$ cat config.mk
export PLATFORM = sky130hd
export DESIGN_NAME = data_block_bitmap_allocator
export DESIGN_NICKNAME = d
export VERILOG_FILES = /design/src/rtl/core/dbba_pkg.sv /design/src/rtl/core/dbba_map_mem.sv /design/src/rtl/core/dbba_seq.sv /design/src/rtl/core/data_block_bitmap_allocator.sv
export SDC_FILE = /design/constraint.sdc
export NUM_CORES = 2
export LEC_CHECK = 0
export BUFFER_PORTS_ARGS = -buffer_cell sky130_fd_sc_hd__buf_2
export CORE_ASPECT_RATIO = 0.9
export CORE_MARGIN = 2
export CORE_UTILIZATION = 25
export CTS_CLUSTER_DIAMETER = 120
export CTS_CLUSTER_SIZE = 12
export DETAILED_ROUTE_END_ITERATION = 8
export HOLD_SLACK_MARGIN = 0.03
export PLACE_DENSITY = 0.42
export SKIP_CTS_REPAIR_TIMING = 1
export SLEW_MARGIN = 20
export SYNTH_ARGS = -nofsm -noshare
export SYNTH_HDL_FRONTEND = slang
export SYNTH_SLANG_ARGS = --single-unit
export TNS_END_PERCENT = 1
$ cat constraint.sdc
create_clock -name i_clk -period 5.6 [get_ports i_clk]
set_clock_uncertainty 0.1 [all_clocks]
set_input_delay 0 -clock i_clk [delete_from_list [all_inputs] [get_ports i_clk]]
set_output_delay 0 -clock i_clk [all_outputs]
set_load 0.03 [all_outputs]
$ cat src/rtl/core/dbba_pkg.sv
// ----------------------------------------------------------------------------
// dbba_pkg
// Shared codes, widths and the lowest-clear-bit finder for the block
// bitmap allocator.
// ----------------------------------------------------------------------------
package dbba_pkg;

    // map memory word width
    localparam int WORD_W = 32;
    localparam int BIT_W  = 5;

    // field widths
    localparam int REQ_W    = 2;
    localparam int IDX_W    = 10;
    localparam int BYTES_W  = 16;
    localparam int STATUS_W = 3;

    // request codes
    localparam logic [REQ_W-1:0] REQ_ALLOC = 2'd0;
    localparam logic [REQ_W-1:0] REQ_FREE  = 2'd1;
    localparam logic [REQ_W-1:0] REQ_CHECK = 2'd2;

    // result status codes
    typedef enum logic [STATUS_W-1:0] {
        ST_OK        = 3'd0,
        ST_FULL      = 3'd1,
        ST_NOT_ALLOC = 3'd2,
        ST_RANGE     = 3'd3,
        ST_PAST_END  = 3'd4
    } t_status;

    // lowest clear bit of a word: {found, position}
    function automatic logic [BIT_W:0] first_zero(input logic [WORD_W-1:0] w);
        logic [WORD_W-1:0] inv;
        logic [WORD_W-1:0] iso;
        logic [BIT_W-1:0]  pos;
        inv = ~w;
        iso = inv & (~inv + WORD_W'(1));
        pos = '0;
        for (int i = 0; i < WORD_W; i++) begin
            if (iso[i]) begin
                pos = pos | BIT_W'(i);
            end
        end
        return {(inv != '0), pos};
    endfunction

endpackage

$ cat src/rtl/core/dbba_map_mem.sv
// ----------------------------------------------------------------------------
// dbba_map_mem
// Used-map storage: one write port, one read port, registered read data.
// ----------------------------------------------------------------------------
module dbba_map_mem #(
    parameter int DEPTH  = 32,
    parameter int ADDR_W = 5
) (
    input  logic                       i_clk,
    input  logic                       i_rd_en,
    input  logic [ADDR_W-1:0]          i_rd_addr,
    output logic [dbba_pkg::WORD_W-1:0] o_rd_data,
    input  logic                       i_wr_en,
    input  logic [ADDR_W-1:0]          i_wr_addr,
    input  logic [dbba_pkg::WORD_W-1:0] i_wr_data
);

    logic [dbba_pkg::WORD_W-1:0] r_mem [DEPTH];
    logic [dbba_pkg::WORD_W-1:0] r_rd_data;

    // write port
    always_ff @(posedge i_clk) begin
        if (i_wr_en) begin
            r_mem[i_wr_addr] <= i_wr_data;
        end
    end

    // read port, registered read data
    always_ff @(posedge i_clk) begin
        if (i_rd_en) begin
            r_rd_data <= r_mem[i_rd_addr];
        end
    end

    assign o_rd_data = r_rd_data;

endmodule

$ cat src/rtl/core/dbba_seq.sv
// ----------------------------------------------------------------------------
// dbba_seq
// Request sequencer: clearing pass, word-by-word first-fit scan, and the
// used-bit read for free and check, written back on a free, in the map memory.
// ----------------------------------------------------------------------------
module dbba_seq #(
    parameter int BLOCK_COUNT = 1024,
    parameter int MAP_WORDS   = 32,
    parameter int ADDR_W      = 5
) (
    input  logic                            i_clk,
    input  logic                            i_rst_n,
    input  logic                            i_start,
    output logic                            o_busy,
    input  logic [dbba_pkg::REQ_W-1:0]      i_req_type,
    input  logic [dbba_pkg::IDX_W-1:0]      i_block_index,
    input  logic [dbba_pkg::BYTES_W-1:0]    i_byte_offset,
    input  logic [dbba_pkg::BYTES_W-1:0]    i_byte_count,
    input  logic [dbba_pkg::BYTES_W-1:0]    i_block_bytes,
    output logic                            o_done,
    output logic [dbba_pkg::STATUS_W-1:0]   o_status,
    output logic [dbba_pkg::IDX_W-1:0]      o_result_index,
    output logic                            o_rd_en,
    output logic [ADDR_W-1:0]               o_rd_addr,
    input  logic [dbba_pkg::WORD_W-1:0]     i_rd_data,
    output logic                            o_wr_en,
    output logic [ADDR_W-1:0]               o_wr_addr,
    output logic [dbba_pkg::WORD_W-1:0]     o_wr_data
);

    localparam int                 WORD_W    = dbba_pkg::WORD_W;
    localparam int                 BIT_W     = dbba_pkg::BIT_W;
    localparam int                 IDX_W     = dbba_pkg::IDX_W;
    localparam logic [ADDR_W-1:0]  LAST_ADDR = ADDR_W'(MAP_WORDS - 1);
    localparam int                 LAST_BITS = BLOCK_COUNT - (MAP_WORDS - 1) * WORD_W;
    // bits past the end of the map in the last word read as used
    localparam logic [WORD_W-1:0]  PAD_MASK  = {WORD_W{1'b1}} << LAST_BITS;
    localparam logic [16:0]        COUNT_EXT = 17'(BLOCK_COUNT);

    typedef enum logic [3:0] {
        S_CLEAR = 4'b0001,
        S_IDLE  = 4'b0010,
        S_SCAN  = 4'b0100,
        S_LOOK  = 4'b1000
    } t_state;

    t_state                          r_state, n_state;
    logic [ADDR_W-1:0]               r_clr_addr, n_clr_addr;
    logic [ADDR_W-1:0]               r_rd_addr, n_rd_addr;
    logic                            r_rd_more, n_rd_more;
    logic                            r_pend, n_pend;
    logic [ADDR_W-1:0]               r_pend_addr, n_pend_addr;
    logic [ADDR_W-1:0]               r_word, n_word;
    logic [BIT_W-1:0]                r_bit, n_bit;
    logic [IDX_W-1:0]                r_idx, n_idx;
    logic [dbba_pkg::REQ_W-1:0]      r_req, n_req;
    logic                            r_need_bit, n_need_bit;
    dbba_pkg::t_status               r_pre_status, n_pre_status;
    logic                            r_done, n_done;
    dbba_pkg::t_status               r_status, n_status;
    logic [IDX_W-1:0]                r_res, n_res;

    logic [WORD_W-1:0]               scan_word;
    logic [BIT_W:0]                  scan_find;
    logic                            scan_hit;
    logic [16:0]                     in_idx_ext;
    logic                            in_range;
    logic                            past_end;
    logic                            look_bit;

    // scan of the word read last cycle
    always_comb begin
        scan_word = i_rd_data | ((r_pend_addr == LAST_ADDR) ? PAD_MASK : '0);
        scan_find = dbba_pkg::first_zero(scan_word);
        scan_hit  = r_pend & scan_find[BIT_W];
    end

    // request decode at accept
    always_comb begin
        in_idx_ext = 17'(i_block_index);
        in_range   = in_idx_ext < COUNT_EXT;
        past_end   = ({1'b0, i_byte_offset} + {1'b0, i_byte_count})
                     > {1'b0, i_block_bytes};
        look_bit   = i_rd_data[r_bit];
    end

    // next state and memory control
    always_comb begin
        n_state      = r_state;
        n_clr_addr   = r_clr_addr;
        n_rd_addr    = r_rd_addr;
        n_rd_more    = r_rd_more;
        n_pend       = 1'b0;
        n_pend_addr  = r_rd_addr;
        n_word       = r_word;
        n_bit        = r_bit;
        n_idx        = r_idx;
        n_req        = r_req;
        n_need_bit   = r_need_bit;
        n_pre_status = r_pre_status;
        n_done       = 1'b0;
        n_status     = r_status;
        n_res        = r_res;
        o_rd_en      = 1'b0;
        o_rd_addr    = r_rd_addr;
        o_wr_en      = 1'b0;
        o_wr_addr    = r_clr_addr;
        o_wr_data    = '0;

        case (r_state)
            // clearing pass: word 0 keeps block 0 reserved
            S_CLEAR: begin
                o_wr_en   = 1'b1;
                o_wr_addr = r_clr_addr;
                o_wr_data = (r_clr_addr == '0) ? WORD_W'(1) : '0;
                if (r_clr_addr == LAST_ADDR) begin
                    n_state = S_IDLE;
                end else begin
                    n_clr_addr = r_clr_addr + ADDR_W'(1);
                end
            end

            // take a new word
            S_IDLE: begin
                if (i_start) begin
                    n_req = i_req_type;
                    n_idx = i_block_index;
                    n_word = ADDR_W'(i_block_index[IDX_W-1:BIT_W]);
                    n_bit = i_block_index[BIT_W-1:0];
                    if (i_req_type == dbba_pkg::REQ_ALLOC) begin
                        n_state   = S_SCAN;
                        n_rd_addr = '0;
                        n_rd_more = 1'b1;
                    end else begin
                        n_state      = S_LOOK;
                        n_need_bit   = 1'b0;
                        n_pre_status = dbba_pkg::ST_OK;
                        if (i_req_type != dbba_pkg::REQ_FREE &&
                            i_req_type != dbba_pkg::REQ_CHECK) begin
                            n_pre_status = dbba_pkg::ST_OK;
                        end else if (!in_range) begin
                            n_pre_status = dbba_pkg::ST_RANGE;
                        end else if (i_req_type == dbba_pkg::REQ_CHECK && past_end) begin
                            n_pre_status = dbba_pkg::ST_PAST_END;
                        end else begin
                            n_need_bit = 1'b1;
                            o_rd_en    = 1'b1;
                            o_rd_addr  = ADDR_W'(i_block_index[IDX_W-1:BIT_W]);
                        end
                    end
                end
            end

            // first-fit scan, one word read per cycle
            S_SCAN: begin
                if (scan_hit) begin
                    o_wr_en   = 1'b1;
                    o_wr_addr = r_pend_addr;
                    o_wr_data = i_rd_data | (WORD_W'(1) << scan_find[BIT_W-1:0]);
                    n_done    = 1'b1;
                    n_status  = dbba_pkg::ST_OK;
                    n_res     = IDX_W'({r_pend_addr, scan_find[BIT_W-1:0]});
                    n_state   = S_IDLE;
                end else if (r_pend && r_pend_addr == LAST_ADDR) begin
                    n_done   = 1'b1;
                    n_status = dbba_pkg::ST_FULL;
                    n_res    = '0;
                    n_state  = S_IDLE;
                end else if (r_rd_more) begin
                    o_rd_en     = 1'b1;
                    o_rd_addr   = r_rd_addr;
                    n_pend      = 1'b1;
                    n_pend_addr = r_rd_addr;
                    n_rd_more   = (r_rd_addr != LAST_ADDR);
                    n_rd_addr   = r_rd_addr + ADDR_W'(1);
                end
            end

            // free or check against the used bit
            S_LOOK: begin
                n_done  = 1'b1;
                n_res   = r_idx;
                n_state = S_IDLE;
                if (!r_need_bit) begin
                    n_status = r_pre_status;
                end else if (!look_bit) begin
                    n_status = dbba_pkg::ST_NOT_ALLOC;
                end else begin
                    n_status = dbba_pkg::ST_OK;
                    if (r_req == dbba_pkg::REQ_FREE) begin
                        o_wr_en   = 1'b1;
                        o_wr_addr = r_word;
                        o_wr_data = i_rd_data & ~(WORD_W'(1) << r_bit);
                    end
                end
            end

            default: begin
                n_state = S_CLEAR;
            end
        endcase
    end

    // control registers
    always_ff @(posedge i_clk) begin
        if (!i_rst_n) begin
            r_state    <= S_CLEAR;
            r_clr_addr <= '0;
            r_rd_more  <= 1'b0;
            r_pend     <= 1'b0;
            r_done     <= 1'b0;
        end else begin
            r_state    <= n_state;
            r_clr_addr <= n_clr_addr;
            r_rd_more  <= n_rd_more;
            r_pend     <= n_pend;
            r_done     <= n_done;
        end
    end

    // payload registers
    always_ff @(posedge i_clk) begin
        r_rd_addr    <= n_rd_addr;
        r_pend_addr  <= n_pend_addr;
        r_word       <= n_word;
        r_bit        <= n_bit;
        r_idx        <= n_idx;
        r_req        <= n_req;
        r_need_bit   <= n_need_bit;
        r_pre_status <= n_pre_status;
        r_status     <= n_status;
        r_res        <= n_res;
    end

    assign o_busy         = (r_state != S_IDLE);
    assign o_done         = r_done;
    assign o_status       = r_status;
    assign o_result_index = r_res;

    // checks
    a_no_rw_overlap: assert property (@(posedge i_clk) disable iff (!i_rst_n)
        !(o_rd_en && o_wr_en))
        else $error("map read and write in the same cycle");

    a_done_idle: assert property (@(posedge i_clk) disable iff (!i_rst_n)
        r_done |-> (r_state == S_IDLE))
        else $error("result strobe while still busy");

    a_accept_busy: assert property (@(posedge i_clk) disable iff (!i_rst_n)
        (i_start && !o_busy) |=> o_busy)
        else $error("accepted word did not raise busy");

    a_done_from_work: assert property (@(posedge i_clk) disable iff (!i_rst_n)
        r_done |-> ($past(r_state) == S_SCAN || $past(r_state) == S_LOOK))
        else $error("result strobe without a word in progress");

    a_pend_in_scan: assert property (@(posedge i_clk) disable iff (!i_rst_n)
        (r_pend && r_state != S_SCAN) |-> $past(r_state) == S_SCAN)
        else $error("stray pending read outside the scan");

endmodule

$ cat src/rtl/core/data_block_bitmap_allocator.sv
// ----------------------------------------------------------------------------
// data_block_bitmap_allocator
// First-fit block allocator over a one-bit-per-block used map held in a
// 32-bit-wide synchronous memory.
//
//   channel   ports                                       handshake
//   request   i_req_type i_block_index i_byte_offset      start & !busy
//             i_byte_count
//   result    o_status o_result_index                     o_done, one cycle
//   config    i_cfg_data (block_bytes)                    i_cfg_we
//
// Allocate reads the map one word per cycle through the single map read
// port, from word 0 until the first clear bit is found or the last word
// is read; free and check read at most the one word holding the block's bit.
// After reset a clearing pass writes every map word with busy high;
// configuration writes are taken at any time.
// The result strobe cannot be held off; the next word can be taken in
// the same cycle as the strobe.
// ----------------------------------------------------------------------------
module data_block_bitmap_allocator #(
    parameter int BLOCK_COUNT = 1024
) (
    input  logic                            i_clk,
    input  logic                            i_rst_n,
    input  logic                            start,
    output logic                            busy,
    input  logic [dbba_pkg::REQ_W-1:0]      i_req_type,
    input  logic [dbba_pkg::IDX_W-1:0]      i_block_index,
    input  logic [dbba_pkg::BYTES_W-1:0]    i_byte_offset,
    input  logic [dbba_pkg::BYTES_W-1:0]    i_byte_count,
    input  logic                            i_cfg_we,
    input  logic [dbba_pkg::BYTES_W-1:0]    i_cfg_data,
    output logic                            o_done,
    output logic [dbba_pkg::STATUS_W-1:0]   o_status,
    output logic [dbba_pkg::IDX_W-1:0]      o_result_index
);

    localparam int MAP_WORDS = (BLOCK_COUNT + dbba_pkg::WORD_W - 1) / dbba_pkg::WORD_W;
    localparam int ADDR_W    = (MAP_WORDS > 1) ? $clog2(MAP_WORDS) : 1;

    logic [dbba_pkg::BYTES_W-1:0] r_block_bytes;
    logic                         rd_en;
    logic [ADDR_W-1:0]            rd_addr;
    logic [dbba_pkg::WORD_W-1:0]  rd_data;
    logic                         wr_en;
    logic [ADDR_W-1:0]            wr_addr;
    logic [dbba_pkg::WORD_W-1:0]  wr_data;

    // block size register
    always_ff @(posedge i_clk) begin
        if (!i_rst_n) begin
            r_block_bytes <= dbba_pkg::BYTES_W'(1024);
        end else if (i_cfg_we) begin
            r_block_bytes <= i_cfg_data;
        end
    end

    // used map
    dbba_map_mem #(
        .DEPTH  (MAP_WORDS),
        .ADDR_W (ADDR_W)
    ) u_map (
        .i_clk     (i_clk),
        .i_rd_en   (rd_en),
        .i_rd_addr (rd_addr),
        .o_rd_data (rd_data),
        .i_wr_en   (wr_en),
        .i_wr_addr (wr_addr),
        .i_wr_data (wr_data)
    );

    // request sequencer
    dbba_seq #(
        .BLOCK_COUNT (BLOCK_COUNT),
        .MAP_WORDS   (MAP_WORDS),
        .ADDR_W      (ADDR_W)
    ) u_seq (
        .i_clk          (i_clk),
        .i_rst_n        (i_rst_n),
        .i_start        (start),
        .o_busy         (busy),
        .i_req_type     (i_req_type),
        .i_block_index  (i_block_index),
        .i_byte_offset  (i_byte_offset),
        .i_byte_count   (i_byte_count),
        .i_block_bytes  (r_block_bytes),
        .o_done         (o_done),
        .o_status       (o_status),
        .o_result_index (o_result_index),
        .o_rd_en        (rd_en),
        .o_rd_addr      (rd_addr),
        .i_rd_data      (rd_data),
        .o_wr_en        (wr_en),
        .o_wr_addr      (wr_addr),
        .o_wr_data      (wr_data)
    );

endmodule
==> flow_summary.ini <==
[logic_synthesis]
synthMuxAreaShare_pct = 3.642
ys_seq_elements = 1121
synthTopCellsByArea = edfxtp_1 (66%), a221oi_1 (6.8%), a2111oi_0 (4.5%)
synth_top_family_by_area = compound AO/OA/AOI/OAI gates
synth-main-ff-cell = edfxtp_1
yosysWarnings = 0
yosysMostFrequentCell = edfxtp_1
synth_compound_area_share_pct = 17.57
synthTopCellsByCount = edfxtp_1 (1088), inv_1 (427), a221oi_1 (385), a211oi_1 (259), clkbuf_1 (258)
avgSynthCellArea_um2 = 13.95
netlist_area_um2 = 49370
netlist_instances = 3540
synth_xor_area_share_pct = 0.2839
synthAdderAreaFrac_pct = 1.029
synthesis.nets = 3644
seq_area_frac_synth_pct = 67.52
yosysUniqueCellTypes = 63
synth.largest_area_cell = edfxtp_1
synth_top_area_share_pct = 66.18
yosys.area_share.simple_pct = 3.941
synth-edff-count = 1088
synthArstFlopShare_pct = 0

[worst_setup_path]
startpoint_type = input pin
cp_slowest_cell = a2111oi_0
crit_family = compound AO/OA/AOI/OAI gates
crit_path_end_kind = flop
r2r-end = u_map.r_mem[23][7]$_DFFE_PP_
worst_path_largest_cell_delay_ns = 0.79
reg2regPathDepth = 11
cp_num_buf_inv = 6
arrival_ns = 5.86
rrSetupSlack_ns = 0.45
cp.required_ns = 6.07
rr_startpoint = u_seq.r_idx[1]$_DFFE_PP_
critPathKind = input pin to flop
critPathMaxFanout = 16

[placement]
place_area_um2 = 57040
routabilityCongestion = 0.8153
port_buffers = 78
hpwl_um = 112500
post-place-ws_ns = -0.4895

[global_route]
grt_pass1_vias = 33294
grt_max_degree = 108
globalRouteOverflowTotal = 0
grt_antenna_before_repair = 6
grt_usage_pct = 18.03
grt_first_pass_wirelength_um = 262100

[drt]
first_pass_iters = 5
initialDrtViolationCount = 3757
drc_errors = 0
viasPerCell = 5.312
num_vias = 34584
wl_um = 185800
wl_per_cell_um = 28.53
ant_nets = 0

[cts]
cts_tree = built
clock_latency_ns = 0.72
clock_sinks = 1121
clkTransAtPathRegs_ns = 0.07
cts_buffers = 103
cts_root_buffer = clkbuf_16
clockBufferDepth = 3
h-tree-depth = 3

[power]
power.density_nw_per_um2 = 269.6
p_seq_share_pct = 56.4
swShare_pct = 21.53
p_comb_share_pct = 4.1
p_sw_mw = 3.515
clkPwrFrac_pct = 39.6
p_leak_nw = 19.73
vdd_drop_max_v = 0.0002260
internal_power_mw = 12.81

[flow_run]
maxCapViolations = 0

[die]
die_w_um = 472.4
row_count = 154
die_y_um = 425.6
ios = 79
fp.dieArea_um2 = 201000
core_area_um2 = 196000
start_util_pct = 25.19

[hold_path]
min_delay_path_depth = 6
hold_path_end = u_seq.r_need_bit$_DFFE_PP_
hold_path_class = input pin to flop
worstHoldStart = i_byte_count[14]

[sta]
fin_crit_ns = 5.382
finalHoldViolations = 0
rsz0062_at_grt = no
max_slew.worst_pin.slew_ns = 1.062
drv_slew = 0
max_freq_mhz = 185.8
layout_setup_ws_ns = 0.2175
slew_headroom_pct = 29.04
min_period_over_period_pct = 96.12
setup_viol = 0

[final_layout]
nNetsFinal = 4018
areaGrowthSynthToFinish_pct = 22.64
final_area_um2 = 60550
drive_gt1_share_pct = 18.62

[outcome]
status = finished, final reports clean
## cells in the final DEF, fill, tap and decap left out, drive strengths merged, types with 5 or more instances in the layout
cell | Yosys | layout
nor3 | 18 | 18
nand3 | 20 | 20
edfxtp | 1088 | 1088
and3 | 11 | 11
xor2 | 5 | 5
mux2i | 156 | 156
buf | 67 | 521
nand2 | 66 | 66
nand4 | 15 | 15
dfxtp | 33 | 33
nor2b | 9 | 9
ha | 39 | 39
inv | 427 | 428
a211oi | 259 | 259
clkbuf | 258 | 124
nor2 | 111 | 111
nand2b | 13 | 13
and2 | 7 | 7
mux4 | 10 | 10
xnor2 | 11 | 11
a21boi | 7 | 7
nand3b | 10 | 10
nor3b | 12 | 12
a21o | 10 | 10
or3 | 7 | 7
dlygate4sd3 | 0 | 73
a221oi | 385 | 385
a21oi | 62 | 62
a31oi | 9 | 9
and4 | 44 | 44
o21ai | 63 | 63
a2111oi | 256 | 256
## power groups by stage
stage | clock, mW | sequential, mW | combinational [mW]
floorplan | 0 | 9.38 | 0.321
global placement | 0 | 9.39 | 0.616
detailed placement | 0 | 9.39 | 0.616
CTS | 6.64 | 9.21 | 0.618
global route | 6.91 | 9.21 | 0.717
finish | 6.46 | 9.21 | 0.661
## metrics by stage
step           utilization, %  hold slack (ns)  power [mW]  instances  TNS (ns)
2_1_floorplan               -         -0.03806       9.705       3540         0
3_3_place_gp            29.10           0.1192       10.00       6310    -8.278
3_5_place_dp            29.11           0.1152       10.00       6310    -5.735
4_1_cts                 30.52          -0.6778       16.46       6437         0
5_1_grt                 30.90          0.08132       16.84       6510         0
6_report                30.90          0.08333       16.32       6511         0
## worst max path at each step
stage	cells after the start	start	end
floorplan	21	i_byte_offset[1]	u_map.o_rd_data[0]$_DFFE_PP_
global placement	26	i_byte_offset[1]	u_map.o_rd_data[2]$_DFFE_PP_
detailed placement	26	i_byte_offset[1]	u_map.o_rd_data[2]$_DFFE_PP_
CTS	26	i_byte_offset[1]	u_map.o_rd_data[2]$_DFFE_PP_
global route	27	i_byte_count[0]	u_map.o_rd_data[7]$_DFFE_PP_
finish	26	i_byte_offset[1]	u_map.o_rd_data[7]$_DFFE_PP_
## tightest hold or removal path: stages
cell and delay [ns]:
buf_2 0.08, ha_1 0.19, a21oi_1 0.11, inv_1 0.13, or3_1 0.15, a21boi_0 0.08
## state kept, by name, indices dropped and copies added (netlist names)
name,flops
u_seq.r_rd_more,1
u_seq.o_status,3
r_block_bytes,16
u_seq.r_clr_addr,5
u_map.o_rd_data,32
u_seq.o_result_index,10
u_seq.r_word,1
u_map.r_mem,1024
u_seq.r_req,2
u_seq.r_need_bit,1
u_seq.o_done,1
u_seq.r_pre_status,1
u_seq.r_rd_addr,5
u_seq.r_pend,1
u_seq.r_state,4
u_seq.r_idx,9
u_seq.r_pend_addr,5
## cell families after synthesis
logic type               after synthesis
flip-flops                          1121
AO/OA/AOI/OAI                       1084
buffers and inverters                752
AND/OR/NAND/NOR                      360
multiplexers                         167
adder cells (fa/ha/maj)               40
XOR/XNOR                              16
## per-layer routing
metal	up-vias	global-route usage, %	share of wire, %
met5	-	0	0
met4	0	3.932	2.1
met3	211	2.705	6.4
met2	1421	26.88	43
met1	17951	27.40	48
li1	15001	-	-
## layout make-up
cell class,count,area [um^2]
Inverter,427,1603
Tap cell,2574,3221
Fill cell,19425,135400
Sequential cell,1121,33330
Timing Repair Buffer,594,5939
Antenna cell,1,2.502
Clock inverter,3,45.04
Multi-Input combinational cell,1667,13680
Clock buffer,124,2720
Power figures use the tool's default switching activity.
